### src/rtl/elr_pkg.sv
// ----------------------------------------------------------------------------
// Midpoint ellipse rasterizer package
// Shared constants for the output format and the request kinds.
// ----------------------------------------------------------------------------
package elr_pkg;

  // Width of each output pixel coordinate.
  localparam int OUT_BITS = 13;

  // Output tdata width: two coordinates packed and padded to whole bytes.
  localparam int OUT_TW = ((2 * OUT_BITS + 7) / 8) * 8;

  // Request kinds carried on the input tuser.
  localparam logic FUNC_START = 1'b0;
  localparam logic FUNC_STEP  = 1'b1;

endpackage

### src/rtl/elr_mul.sv
// ----------------------------------------------------------------------------
// Shared multiplier
// Signed W x W multiplier with a registered product, one result per cycle.
// ----------------------------------------------------------------------------
module elr_mul #(
  parameter int W = 25
) (
  input  logic                  clk,
  input  logic signed [W-1:0]   a,
  input  logic signed [W-1:0]   b,
  output logic signed [2*W-1:0] p
);

  always_ff @(posedge clk) begin
    p <= a * b;
  end

endmodule

### src/rtl/elr_emit.sv
// ----------------------------------------------------------------------------
// Pixel emitter
// Holds one point and sends its four mirrored pixels, one per request.
// ----------------------------------------------------------------------------
module elr_emit #(
  parameter int XW         = 11,
  parameter int YW         = 12,
  parameter int COORD_BITS = 12
) (
  input  logic                         clk,
  input  logic                         rst,
  input  logic                         load,
  input  logic        [XW-1:0]         pt_x,
  input  logic signed [YW-1:0]         pt_y,
  input  logic signed [COORD_BITS-1:0] org_x,
  input  logic signed [COORD_BITS-1:0] org_y,
  input  logic                         pt_fin,
  output logic                         free,
  output logic                         m_tvalid,
  input  logic                         m_tready,
  output logic [elr_pkg::OUT_TW-1:0]   m_tdata,  // pixel_x, pixel_y
  output logic                         m_tlast,
  output logic                         m_tuser   // done_res
);

  localparam int SW0   = (COORD_BITS > YW) ? COORD_BITS + 1 : YW + 1;
  localparam int SUM_W = (SW0 > elr_pkg::OUT_BITS) ? SW0 : elr_pkg::OUT_BITS;

  logic                         busy;
  logic [1:0]                   idx;
  logic        [XW-1:0]         px;
  logic signed [YW-1:0]         py;
  logic signed [COORD_BITS-1:0] ox;
  logic signed [COORD_BITS-1:0] oy;
  logic                         fin;

  logic                     take;
  logic signed [SUM_W-1:0]  px_e, py_e, ox_e, oy_e, sx, sy;

  assign take = busy && m_tready;
  assign free = !busy || (take && idx == 2'd3);

  always_ff @(posedge clk) begin
    if (rst) begin
      busy <= 1'b0;
      idx  <= 2'd0;
    end else if (load && free) begin
      busy <= 1'b1;
      idx  <= 2'd0;
    end else if (take) begin
      idx <= idx + 2'd1;
      if (idx == 2'd3) begin
        busy <= 1'b0;
      end
    end
  end

  always_ff @(posedge clk) begin
    if (load && free) begin
      px  <= pt_x;
      py  <= pt_y;
      ox  <= org_x;
      oy  <= org_y;
      fin <= pt_fin;
    end
  end

  // Pixel order: (+x,+y), (-x,+y), (+x,-y), (-x,-y); sums wrap to the output width.
  always_comb begin
    px_e = $signed(SUM_W'(px));
    py_e = SUM_W'(py);
    ox_e = SUM_W'(ox);
    oy_e = SUM_W'(oy);
    sx   = idx[0] ? (ox_e - px_e) : (ox_e + px_e);
    sy   = idx[1] ? (oy_e - py_e) : (oy_e + py_e);
  end

  assign m_tvalid = busy;
  assign m_tdata  = elr_pkg::OUT_TW'({sy[elr_pkg::OUT_BITS-1:0], sx[elr_pkg::OUT_BITS-1:0]});
  assign m_tlast  = (idx == 2'd3);
  assign m_tuser  = fin;

endmodule

### src/rtl/midpoint_ellipse_rasterizer_top.sv
// Start request: ready again after S_SQX, S_SQY, S_DY, S_DINIT and S_CHK, or also
// after S_E1 to S_E6 when it begins directly in region 2 (five use the multiplier).
// Step request: first pixel in the cycle after acceptance, then one pixel per
// cycle while m_tready is high; a new step waits for the single pixel port.
// A step into region 2 also runs S_E1 to S_E6 before the next request is taken.
// Synchronous active-high rst: no ellipse active, sequencer idle, no pixel pending.
// ----------------------------------------------------------------------------
// Midpoint ellipse rasterizer
// Two-region integer midpoint ellipse with a shared multiplier under a
// small sequencer and a four-pixel output emitter.
// ----------------------------------------------------------------------------
module midpoint_ellipse_rasterizer_top #(
  parameter int RADIUS_BITS = 10,
  parameter int COORD_BITS  = 12
) (
  input  logic                                            clk,
  input  logic                                            rst,
  input  logic                                            s_tvalid,
  output logic                                            s_tready,
  // center_x, center_y, radius_x, radius_y
  input  logic [((2*COORD_BITS+2*RADIUS_BITS+7)/8)*8-1:0] s_tdata,
  input  logic                                            s_tuser,   // func
  output logic                                            m_tvalid,
  input  logic                                            m_tready,
  output logic [elr_pkg::OUT_TW-1:0]                      m_tdata,   // pixel_x, pixel_y
  output logic                                            m_tlast,
  output logic                                            m_tuser    // done_res
);

  localparam int R     = RADIUS_BITS;
  localparam int C     = COORD_BITS;
  localparam int XW    = R + 1;
  localparam int YW    = R + 2;
  localparam int SQ_W  = 2 * R;
  localparam int DX_W  = 3 * R + 4;
  localparam int DEC_W = 4 * R + 8;
  localparam int MUL_W = 2 * R + 5;

  typedef enum logic [11:0] {
    S_IDLE  = 12'b0000_0000_0001,
    S_SQX   = 12'b0000_0000_0010,
    S_SQY   = 12'b0000_0000_0100,
    S_DY    = 12'b0000_0000_1000,
    S_DINIT = 12'b0000_0001_0000,
    S_CHK   = 12'b0000_0010_0000,
    S_E1    = 12'b0000_0100_0000,
    S_E2    = 12'b0000_1000_0000,
    S_E3    = 12'b0001_0000_0000,
    S_E4    = 12'b0010_0000_0000,
    S_E5    = 12'b0100_0000_0000,
    S_E6    = 12'b1000_0000_0000
  } state_t;

  state_t state;

  logic                    active;
  logic                    in_r2;
  logic        [XW-1:0]    cur_x;
  logic signed [YW-1:0]    cur_y;
  logic signed [C-1:0]     orig_x;
  logic signed [C-1:0]     orig_y;
  logic        [R-1:0]     rad_x;
  logic        [SQ_W-1:0]  rx2;
  logic        [SQ_W-1:0]  ry2;
  logic signed [DX_W-1:0]  step_dx;
  logic signed [DX_W-1:0]  step_dy;
  logic signed [DEC_W-1:0] decision;

  logic signed [C-1:0] in_cx, in_cy;
  logic        [R-1:0] in_rx, in_ry;
  logic                acc, start_acc, step_acc;
  logic                emit_free;

  logic signed [MUL_W-1:0]   mul_a, mul_b;
  logic signed [2*MUL_W-1:0] mul_p;
  logic signed [DEC_W-1:0]   mul_dec;
  logic signed [YW:0]        y_m1;

  logic signed [DX_W-1:0]  rx2_dx, ry2_dx, dx_inc, dy_dec;
  logic signed [DEC_W-1:0] rx2_dec, ry2_dec;
  logic        [XW-1:0]    x_n;
  logic signed [YW-1:0]    y_n;
  logic signed [DX_W-1:0]  dx_n, dy_n;
  logic signed [DEC_W-1:0] dec_n;
  logic                    fin_n;

  assign in_cx = s_tdata[C-1:0];
  assign in_cy = s_tdata[2*C-1:C];
  assign in_rx = s_tdata[2*C+R-1:2*C];
  assign in_ry = s_tdata[2*C+2*R-1:2*C+R];

  assign s_tready  = (state == S_IDLE) && emit_free;
  assign acc       = s_tvalid && s_tready;
  assign start_acc = acc && (s_tuser == elr_pkg::FUNC_START);
  assign step_acc  = acc && (s_tuser == elr_pkg::FUNC_STEP) && active;

  assign rx2_dx  = $signed(DX_W'({rx2, 1'b0}));
  assign ry2_dx  = $signed(DX_W'({ry2, 1'b0}));
  assign rx2_dec = $signed(DEC_W'(rx2));
  assign ry2_dec = $signed(DEC_W'(ry2));
  assign mul_dec = $signed(mul_p[DEC_W-1:0]);
  assign y_m1    = (YW+1)'(cur_y) - (YW+1)'(1);

  // Operand selection for the shared multiplier; each product is read in the state after the one that selects it.
  always_comb begin
    mul_a = '0;
    mul_b = '0;
    case (state)
      S_SQX: begin
        mul_a = $signed(MUL_W'(rad_x));
        mul_b = $signed(MUL_W'(rad_x));
      end
      S_SQY: begin
        mul_a = MUL_W'(cur_y);
        mul_b = MUL_W'(cur_y);
      end
      S_DY: begin
        mul_a = $signed(MUL_W'(rx2));
        mul_b = MUL_W'(cur_y);
      end
      S_E1: begin
        mul_a = $signed(MUL_W'({cur_x, 1'b1}));
        mul_b = $signed(MUL_W'({cur_x, 1'b1}));
      end
      S_E2: begin
        mul_a = $signed(MUL_W'(ry2));
        mul_b = $signed(mul_p[MUL_W-1:0]);
      end
      S_E3: begin
        mul_a = MUL_W'(y_m1);
        mul_b = MUL_W'(y_m1);
      end
      S_E4: begin
        mul_a = $signed(MUL_W'(rx2));
        mul_b = $signed(mul_p[MUL_W-1:0]);
      end
      S_E5: begin
        mul_a = $signed(MUL_W'(rx2));
        mul_b = $signed(MUL_W'(ry2));
      end
      default: begin
        mul_a = '0;
        mul_b = '0;
      end
    endcase
  end

  elr_mul #(
    .W (MUL_W)
  ) u_mul (
    .clk (clk),
    .a   (mul_a),
    .b   (mul_b),
    .p   (mul_p)
  );

  // One midpoint step; decision terms are kept at four times their real value.
  always_comb begin
    x_n    = cur_x;
    y_n    = cur_y;
    dx_n   = step_dx;
    dy_n   = step_dy;
    dec_n  = decision;
    dx_inc = step_dx + ry2_dx;
    dy_dec = step_dy - rx2_dx;
    if (!in_r2) begin
      x_n  = cur_x + 1'b1;
      dx_n = dx_inc;
      if (decision[DEC_W-1]) begin
        dec_n = decision + ((DEC_W'(dx_inc) + ry2_dec) <<< 2);
      end else begin
        y_n   = cur_y - 1'b1;
        dy_n  = dy_dec;
        dec_n = decision + ((DEC_W'(dx_inc) - DEC_W'(dy_dec) + ry2_dec) <<< 2);
      end
    end else begin
      y_n  = cur_y - 1'b1;
      dy_n = dy_dec;
      if (!decision[DEC_W-1] && decision != '0) begin
        dec_n = decision + ((rx2_dec - DEC_W'(dy_dec)) <<< 2);
      end else begin
        x_n   = cur_x + 1'b1;
        dx_n  = dx_inc;
        dec_n = decision + ((DEC_W'(dx_inc) - DEC_W'(dy_dec) + rx2_dec) <<< 2);
      end
    end
    fin_n = (in_r2 || !(dx_n < dy_n)) && y_n[YW-1];
  end

  always_ff @(posedge clk) begin
    if (rst) begin
      state  <= S_IDLE;
      active <= 1'b0;
      in_r2  <= 1'b0;
    end else begin
      case (state)
        S_IDLE: begin
          if (start_acc) begin
            active <= 1'b1;
            in_r2  <= 1'b0;
            state  <= S_SQX;
          end else if (step_acc) begin
            if (fin_n) begin
              active <= 1'b0;
            end
            state <= S_CHK;
          end
        end
        S_SQX:   state <= S_SQY;
        S_SQY:   state <= S_DY;
        S_DY:    state <= S_DINIT;
        S_DINIT: state <= S_CHK;
        S_CHK: begin
          if (!in_r2 && !(step_dx < step_dy)) begin
            state <= S_E1;
          end else begin
            state <= S_IDLE;
          end
        end
        S_E1: state <= S_E2;
        S_E2: state <= S_E3;
        S_E3: state <= S_E4;
        S_E4: state <= S_E5;
        S_E5: state <= S_E6;
        S_E6: begin
          in_r2 <= 1'b1;
          state <= S_IDLE;
        end
        default: state <= S_IDLE;
      endcase
    end
  end

  always_ff @(posedge clk) begin
    case (state)
      S_IDLE: begin
        if (start_acc) begin
          orig_x  <= in_cx;
          orig_y  <= in_cy;
          rad_x   <= in_rx;
          cur_x   <= '0;
          cur_y   <= $signed(YW'(in_ry));
          step_dx <= '0;
        end else if (step_acc) begin
          cur_x    <= x_n;
          cur_y    <= y_n;
          step_dx  <= dx_n;
          step_dy  <= dy_n;
          decision <= dec_n;
        end
      end
      S_SQY: rx2 <= mul_p[SQ_W-1:0];
      S_DY:  ry2 <= mul_p[SQ_W-1:0];
      S_DINIT: begin
        step_dy  <= $signed({mul_p[DX_W-2:0], 1'b0});
        decision <= (ry2_dec <<< 2) - (mul_dec <<< 2) + rx2_dec;
      end
      S_E3: decision <= mul_dec;
      S_E5: decision <= decision + (mul_dec <<< 2);
      S_E6: decision <= decision - (mul_dec <<< 2);
      default: begin
      end
    endcase
  end

  elr_emit #(
    .XW         (XW),
    .YW         (YW),
    .COORD_BITS (C)
  ) u_emit (
    .clk      (clk),
    .rst      (rst),
    .load     (step_acc),
    .pt_x     (cur_x),
    .pt_y     (cur_y),
    .org_x    (orig_x),
    .org_y    (orig_y),
    .pt_fin   (fin_n),
    .free     (emit_free),
    .m_tvalid (m_tvalid),
    .m_tready (m_tready),
    .m_tdata  (m_tdata),
    .m_tlast  (m_tlast),
    .m_tuser  (m_tuser)
  );

  // A step on an active ellipse always produces pixels on the next cycle.
  a_step_emits: assert property (@(posedge clk) disable iff (rst)
    step_acc |=> m_tvalid)
    else $error("step request did not start pixel output");

  // The final point retires the ellipse.
  a_fin_retires: assert property (@(posedge clk) disable iff (rst)
    step_acc && fin_n |=> !active)
    else $error("ellipse still active after final point");

  // Region 2 is left only through a new start request.
  a_region_hold: assert property (@(posedge clk) disable iff (rst)
    !$past(rst) && $fell(in_r2) |-> $past(start_acc))
    else $error("region 2 left without a start request");

  // The four pixels of a point leave without gaps in validity.
  a_point_burst: assert property (@(posedge clk) disable iff (rst)
    m_tvalid && m_tready && !m_tlast |=> m_tvalid)
    else $error("pixel burst broken before the fourth pixel");

endmodule

### config.mk
export PLATFORM = sky130hd
export DESIGN_NAME = midpoint_ellipse_rasterizer_top
export DESIGN_NICKNAME = d
export VERILOG_FILES = /design/src/rtl/elr_pkg.sv /design/src/rtl/elr_mul.sv /design/src/rtl/elr_emit.sv /design/src/rtl/midpoint_ellipse_rasterizer_top.sv
export SDC_FILE = /design/constraint.sdc
export NUM_CORES = 2
export LEC_CHECK = 0
export BUFFER_PORTS_ARGS = -buffer_cell sky130_fd_sc_hd__buf_2
export CORE_ASPECT_RATIO = 2
export CORE_UTILIZATION = 40
export DETAILED_ROUTE_END_ITERATION = 8
export GPL_TIMING_DRIVEN = 0
export PLACE_DENSITY = 0.58
export SYNTH_ARGS = -nofsm -noshare
export SYNTH_HDL_FRONTEND = slang
export SYNTH_HIERARCHICAL = 1
export SYNTH_SLANG_ARGS = --single-unit
### constraint.sdc
create_clock -name clk -period 12.4 [get_ports clk]
set_input_delay 0.62 -clock clk [delete_from_list [all_inputs] [get_ports clk]]
set_output_delay 0.62 -clock clk [all_outputs]
set_load 0.02 [all_outputs]
==> flow_metrics.env <==
export IMPL_postRouteAntennaNets=0
export IMPL_antenna_found_initial=13
export IMPL_wirelength_mm=244
export IMPL_path_max_fanout=10
export IMPL_final_nets=7737
export IMPL_power_density_nw_per_um2=101
export IMPL_crit_slowest_cell="clkdlybuf4s15_1"
export IMPL_required_ns=12.96
export IMPL_place_gp_congestion=1.05
export IMPL_syn_avg_cell_area_um2=8.67
export IMPL_cp_start_kind="flip-flop"
export IMPL_crit_path_frequent_cell="fa_1"
export IMPL_arrival_ns=12.79
export IMPL_dpl_worst_slack_ns=-1.38
export IMPL_synth_area_um2=55700
export IMPL_vdd_drop_max_v=0.000108
export IMPL_die_w_um=266
export IMPL_fin_total_pwr_mw=6.04
export IMPL_htree_levels=1
export IMPL_hold_violations=0
export IMPL_clk_insertion_delay_late_ns=0.68
export IMPL_coreArea_um2=138000
export IMPL_post_route_period_util_pct=98.6
export IMPL_ff2ff_setup_slack_ns=0.17
export IMPL_drtIter0Drc=3779
export IMPL_dr_wl_met2_mm=123
export IMPL_status="complete, but fails checks"
export IMPL_ff2ff_path_depth=33
export IMPL_port_buffers=78
export IMPL_vias_per_cell=5.93
export IMPL_synth_cells=6418
export IMPL_drt_pass1_iterations=9
export IMPL_hold_start="s_tdata[0]"
export IMPL_setup_slack_ns=0.170
export IMPL_endpoint_kind="flip-flop"
export IMPL_critPathKind="flip-flop to flip-flop"
export IMPL_tightest_slew_ns=1.63
export IMPL_cts_buffers=31
export IMPL_slew_violations=19
export IMPL_path_clk_slew_ns=0.07
export IMPL_violations="capacitance limit, slew limit"
export IMPL_dp_hpwl_mm=205
export IMPL_globalRouteOverflowTotal=0
export IMPL_drive_gt1_share_pct=4.97
export IMPL_crit_path_start="state[11]"
export IMPL_grt_pass1_wl_mm=351
export IMPL_grt_max_degree=38
export IMPL_grt_util_all_layers_pct=34.8
export IMPL_drt_met1_wl_mm=73.4
export IMPL_cts_tree="done"
export IMPL_hold_buffers=0
export IMPL_die_h_um=530
export IMPL_leakage_nw=27.6
export IMPL_clock_sinks=324
export IMPL_fmax_ghz=0.0818
export IMPL_grt_setup_unrepaired="no"
export IMPL_start_util_pct=40.3
export IMPL_hold_class="input port to flip-flop"
export IMPL_rows=193
export IMPL_slowest_delay_ns=0.82
export IMPL_min_period_ns=12.23
export IMPL_reg2reg_from="state[11]"
export IMPL_io_pin_count=89
export IMPL_wl_met3_mm=12.7
export IMPL_slew_limit_headroom_pct=-8.76
export IMPL_route_detailed_drc=0
export IMPL_clock_path_buffers=3
export IMPL_grt_pass1_vias=53500
export IMPL_syn2layout_area_growth_pct=7.87
export IMPL_finalClockSkew_ns=0.0326
export IMPL_dieArea_um2=141000
export IMPL_wire_per_inst_um=28.9
export IMPL_hold_depth=1
export IMPL_setup_viol=0
export IMPL_vias=50000
export IMPL_clock_root_buffer="clkbuf_16"
export IMPL_drv_cap=3
export IMPL_hold_end="orig_x[0]"
export IMPL_r2r_end="u_mul/p[46]"
export IMPL_highest_layer="met5"
export IMPL_synth_warnings=6
==> cell type report <==
type / instances / area (µm²)
fill: 14100 / 78100
multi-input combinational: 4944 / 42500
sequential: 324 / 9080
inverter: 915 / 3440
tap: 1852 / 2320
buffer: 240 / 962
clock buffer: 36 / 825
timing repair buffer: 103 / 663
clock inverter: 21 / 255
antenna: 7 / 17.5
==> worst max-delay path by stage <==
stage / slack [ns] / end / cells after the start
floorplan: 2.58 / decision[47] / 49
global placement: -1.86 / u_mul/p[46] / 33
detailed placement: -1.38 / decision[47] / 48
CTS: -0.08 / decision[47] / 49
global route: 0.02 / decision[47] / 51
finish: 0.17 / u_mul/p[46] / 33
==> stage by stage <==
step / hold slack, ns / instances / utilization [%] / area [µm²] / setup TNS (ns)
floorplan: 0.400 / 6423 / - / 55700 / 0
global placement: 0.402 / 8353 / 42.3 / 58400 / -37.41
detailed placement: 0.405 / 8365 / 42.4 / 58600 / -11.67
CTS: 0.0998 / 8423 / 43.3 / 59800 / -0.0837
global route: 0.114 / 8440 / 43.5 / 60000 / 0
finish: 0.126 / 8442 / 43.5 / 60000 / 0
==> state kept, by name, summed over array words and instances (netlist names), 10 cells and up <==
register   count
state         12
orig_y        12
ry2           20
u_emit/px     11
decision      48
u_emit/oy     12
u_mul/p       48
step_dy       33
rx2           20
cur_x         11
cur_y         12
u_emit/ox     12
rad_x         10
step_dx       33
u_emit/py     12
orig_x        12
==> placed cells by master, fill, tap and decap left out, types with 86 or more instances in the layout <==
cell / n
clkbuf_1: 216
xor2_1: 130
nor3_1: 107
a21o_1: 133
a21oi_1: 361
nor2_1: 388
nand3_1: 94
fa_1: 678
o21ai_0: 237
edfxtp_1: 259
xnor2_1: 238
ha_1: 447
and2_1: 349
buf_2: 86
nand2_1: 680
inv_1: 910
==> power by group <==
part | internal, mW | switching (mW)
logic | 1.28 | 2.13
registers | 1.42 | 0.114
clock network | 0.570 | 0.524
==> what timing repair did <==
item / CTS / global route
pin swaps: 1 / 5
endpoints found under the setup margin: 21 / 14
buffers inserted: 1 / 11
endpoints found under the hold margin: 0 / 0
resized for setup: 17 / 30
==> critical path: cells and delay by family, from the launching register on <==
family	cells	cell delay (ns)
AOI/OAI and AO/OA	6	2.24
xor gates and xnor gates	1	0.30
DFF	1	0.30
and+or+nand+nor	10	2.93
adders and majority gates	8	3.89
buffers and inverters	8	2.46
==> routing by layer <==
layer	GRT usage, %	vias to the layer above
met5	0	-
met4	39.8	2
met3	4.95	1094
met2	63.0	2154
met1	30.8	24800
li1	-	22000
Note: power is estimated with default switching activity, not from simulation.
